[src/rtl/bxor_ram.sv]
// Generic simple dual-port RAM: one write port, one read port, registered read.
// No dependencies.
module bxor_ram #(
  parameter int WIDTH = 8,
  parameter int DEPTH = 64,
  localparam int AW   = $clog2(DEPTH)
) (
  input  logic             clk,
  input  logic             we,
  input  logic [AW-1:0]    waddr,
  input  logic [WIDTH-1:0] wdata,
  input  logic [AW-1:0]    raddr,
  output logic [WIDTH-1:0] rdata
);

  logic [WIDTH-1:0] mem [DEPTH];

  always_ff @(posedge clk) begin
    if (we) begin
      mem[waddr] <= wdata;
    end
    rdata <= mem[raddr];
  end

endmodule

[config.mk]
export PLATFORM = sky130hd
export DESIGN_NAME = bxor_ram
export DESIGN_NICKNAME = d
export VERILOG_FILES = /design/src/rtl/bxor_ram.sv
export SDC_FILE = /design/constraint.sdc
export NUM_CORES = 1
export LEC_CHECK = 0
export ABC_AREA = 1
export BUFFER_PORTS_ARGS = -buffer_cell sky130_fd_sc_hd__buf_4
export CORE_MARGIN = 2
export CORE_UTILIZATION = 48
export DETAILED_ROUTE_END_ITERATION = 8
export REMOVE_ABC_BUFFERS = 1
export SLEW_MARGIN = 20
export SYNTH_ARGS = -nofsm -noshare
export SYNTH_HDL_FRONTEND = slang
export SYNTH_SLANG_ARGS = --single-unit
[constraint.sdc]
create_clock -name clk -period 3 [get_ports clk]
set_input_delay 0.6 -clock clk [delete_from_list [all_inputs] [get_ports clk]]
set_output_delay 0.6 -clock clk [all_outputs]
set_load 0.05 [all_outputs]
# Word-level counts from Yosys, hierarchy flattened
# Memories as Yosys holds them, arrays and structs flattened. A register that Yosys moved wholly into a read port is not among the register bits.
# Index checks and enable logic that the tools add are counted.
dict set report classes {
  mux 2
}
# operator n
set ops {}
lappend ops {{1-bit 2-to-1 mux} 2}
dict set report word_totals {
  ff_bits 0
  mem_bits_rw 512
  in_bits 22
  n_memories 1
}
# memory words width rd rd_ports_with_merged_regs wr line_no
set memory_table {}
lappend memory_table {mem 64 8 1 1 1 16} ;# logic [WIDTH-1:0] mem [DEPTH];

# Logic depth before layout (Yosys ltp)
dict set report logic_depth {
  ltp_word 2
  mapped_depth 12
  ltp_nobuf 9
}

# Worst setup path after synthesis
# OpenSTA, ideal clock, no wires.
dict set report synth_path {
  path_kind {input-to-reg}
  start {input we}
  end {memory mem[48][0], enable pin}
  arrival_time_ns 1.971
  required_time_ns 2.605
  slack_ns 0.634
  path_stages 3
  n_path_buf 1
  cell_sequence {clkbuf_1 -> nand4_1 -> nor4_1}
}
dict set report synth_via {
  elab_chain_cells 2
}
# element line_no
set synth_rtl {}
lappend synth_rtl {{start: declaration} 9} ;# input logic we,
lappend synth_rtl {{1-bit 2-to-1 mux} 19} ;# if (we) begin
lappend synth_rtl {{1-bit 2-to-1 mux (not written as such)} 20} ;# mem[waddr] <= wdata;
lappend synth_rtl {{end: declaration} 16}
# Every way passes these cells.

==> metrics <==
CP endpoint rdata[5]; total CTS buffers 53; crit path time final between 1500 and 2000 ps; ANT nets after route 0; TritonCTS clock tree yes; DRC Markers 0; CP Data Arrival Time 2510 ps; FF-to-FF End rdata[5]; Synth Area per Inst 11.8 um^2; Unique masters post-synth 16; Worst Tran Pin Value 816 ps; Clock Tree Root clkbuf_16; Worst setup EP type flop; fin util 54.5%; 1st-iter DRT viols between 1500 and 2000; flop and latch count out of synthesis between 500 and 600; Die Area roughly 46000 um^2; grt ovf 0; Post-Synthesis Cell Area 21300 um^2; clock share of power 41.3%; H-tree depth 2; Yosys Warn Count 0; Switching Share between 20% and 30%; antenna violations before repair 0; register clock-pin slew on the reported worst setup and hold paths approximately 60 ps; overall global routing resource usage 23.6%; drt wl/cell 21.6 um; Initial Util around 48%; post_cts resized 0; HPWL Detailed 30700 um; r2r worst-path depth 8; Hold-fix buffers, CTS 0; RSZ-0062 raised after global routing no; static leakage 8.75 nW; origin of the critical flop-to-flop path mem[56][5]; crit share post-route 65.8%; 1st-pass router iterations 5; Sw Pwr around 3.5 mW; total wire length 54100 um; Longest Clk Path Bufs 3; hold crit path type in2reg; worst vdd ir 0.473 mV; Power, Total 15.5 mW; IO Port Bufs 29; Via Count ~14000; dpl cells roughly 2400; DR vias/cell 5.56; max-slew violations 0; most common cell after layout, fill and taps aside nand2_1; Logic pwr share 6.5%; critical path fanouts, max 39; max-cap violations 0; register area share after synthesis 72.8%; P_int about 12 mW; row cnt between 70 and 80; CP Launch Type input port; register share of total power ~52%; crit path kind in2reg; Synth top area share 72.0%; pre-CTS setup slack between 400 and 500 ps; largest net degree at the start of global routing 75; Final Setup Violations 0; share of cells above drive strength 1 10.7%; Synth Instances approximately 1800; commonest non-fill, non-tap cells in the layout nand2_1 (648), edfxtp_1 (512), nand3_1 (439); Die W ~210 um; Core Area 44000 um^2; f_max between 500 and 600 MHz; TNS Setup 0 ps; vias in the first global route 13300; worst skew pair latency approximately 600 ps; Antenna diodes 0; clock sink count 520; Area Overhead vs Synth 12.5%; Final nets 1892; Slew HR 45.6%; Critical Path Start raddr[0]; flop2flop setup slack roughly 1500 ps; cell accounting for the most synthesized area edfxtp_1; first-pass GRT wire length 82200 um; post-CTS setup buffers 0; skew final 12.1 ps; worst endpoint required time 3540 ps; outcome finished, final reports clean; GPL Wtd Cong 0.840; Final Hold Fails 0; I/O Pins 30; fin worst setup slack 1030 ps; Die Y-Extent 215 um; pwr dens 644 nW/um^2; final non-filler cell total ~2500; largest cells by area after synthesis edfxtp_1 (72%), nand2_1 (11%), nand3_1 (10%), buf_6 (1.8%), nor2_1 (0.99%)
-- cells by family (layout without fill, tap and decap cells) --
group / Yosys count / count (layout) / synth area share, %
buffers and inverters: 125 / 232 / 4.02
and+or+nand+nor: 1160 / 1160 / 23.2
DFF: 520 / 520 / 72.8
-- power groups by stage --
stage / clock (mW) / sequential [mW] / combinational [mW]
finish: 6.38 / 8.07 / 1.01
CTS: 6.49 / 8.07 / 1.01
floorplan: 0 / 8.26 / 0.406
global route: 6.75 / 8.07 / 1.10
global placement: 0 / 8.22 / 0.997
detailed placement: 0 / 8.22 / 1.01
-- cell usage after synthesis (all sizes together) --
master / n
edfxtp: 512
nand3: 439
dfxtp: 8
nor4: 8
nand2: 648
buf: 98
nand4: 9
inv: 12
clkbuf: 15
nor2: 56
-- state kept, by name, indices dropped and copies added (netlist names) --
register	flops
mem	512
rdata	8
-- critical path, stage by stage --
cell and delay [ps]:
clkbuf_8 230, inv_6 350, buf_4 340, nand2_1 90
nand3_1 80, nand3_1 140, nand2_1 110, nand2_1 50
nand3_1 230, nand3_1 190, nand2_1 80
-- how the worst min path moves through the flow --
stage                           from   endpoint  slack, ps  depth (start not counted)
after floorplan             wdata[0]  mem[0][0]        700                          0
after global placement     mem[8][3]   rdata[3]        780                          8
after detailed placement  mem[12][5]   rdata[5]        770                          8
after CTS                   raddr[5]   rdata[2]        320                          3
after global routing        raddr[5]   rdata[2]        350                          3
final                       raddr[5]   rdata[4]        350                          3
-- cell type report --
class | count | area (um^2)
Fill cell | 3770 | 20000
Sequential cell | 520 | 15500
Multi-Input combinational cell | 1160 | 4950
Clock buffer | 75 | 1520
Timing Repair Buffer | 123 | 1040
Tap cell | 592 | 741
Clock inverter | 22 | 165
Inverter | 12 | 52.6
-- layer usage --
metal  vias to the layer above  routed length (um)  global-route usage (%)
li1                       6471                   -                       -
met1                      6848               23600                    34.0
met2                       498               24900                    36.2
met3                       105                4080                    4.84
met4                         0                1500                    7.27
met5                         -                   0                       0
-- through the flow --
stage,hold WS (ps),cell area [um^2]
after global routing,349,24000
after CTS,321,24000
final,347,24000
after detailed placement,775,22300
after global placement,784,22300
after floorplan,699,20500
(Power assumes the default switching activity.)
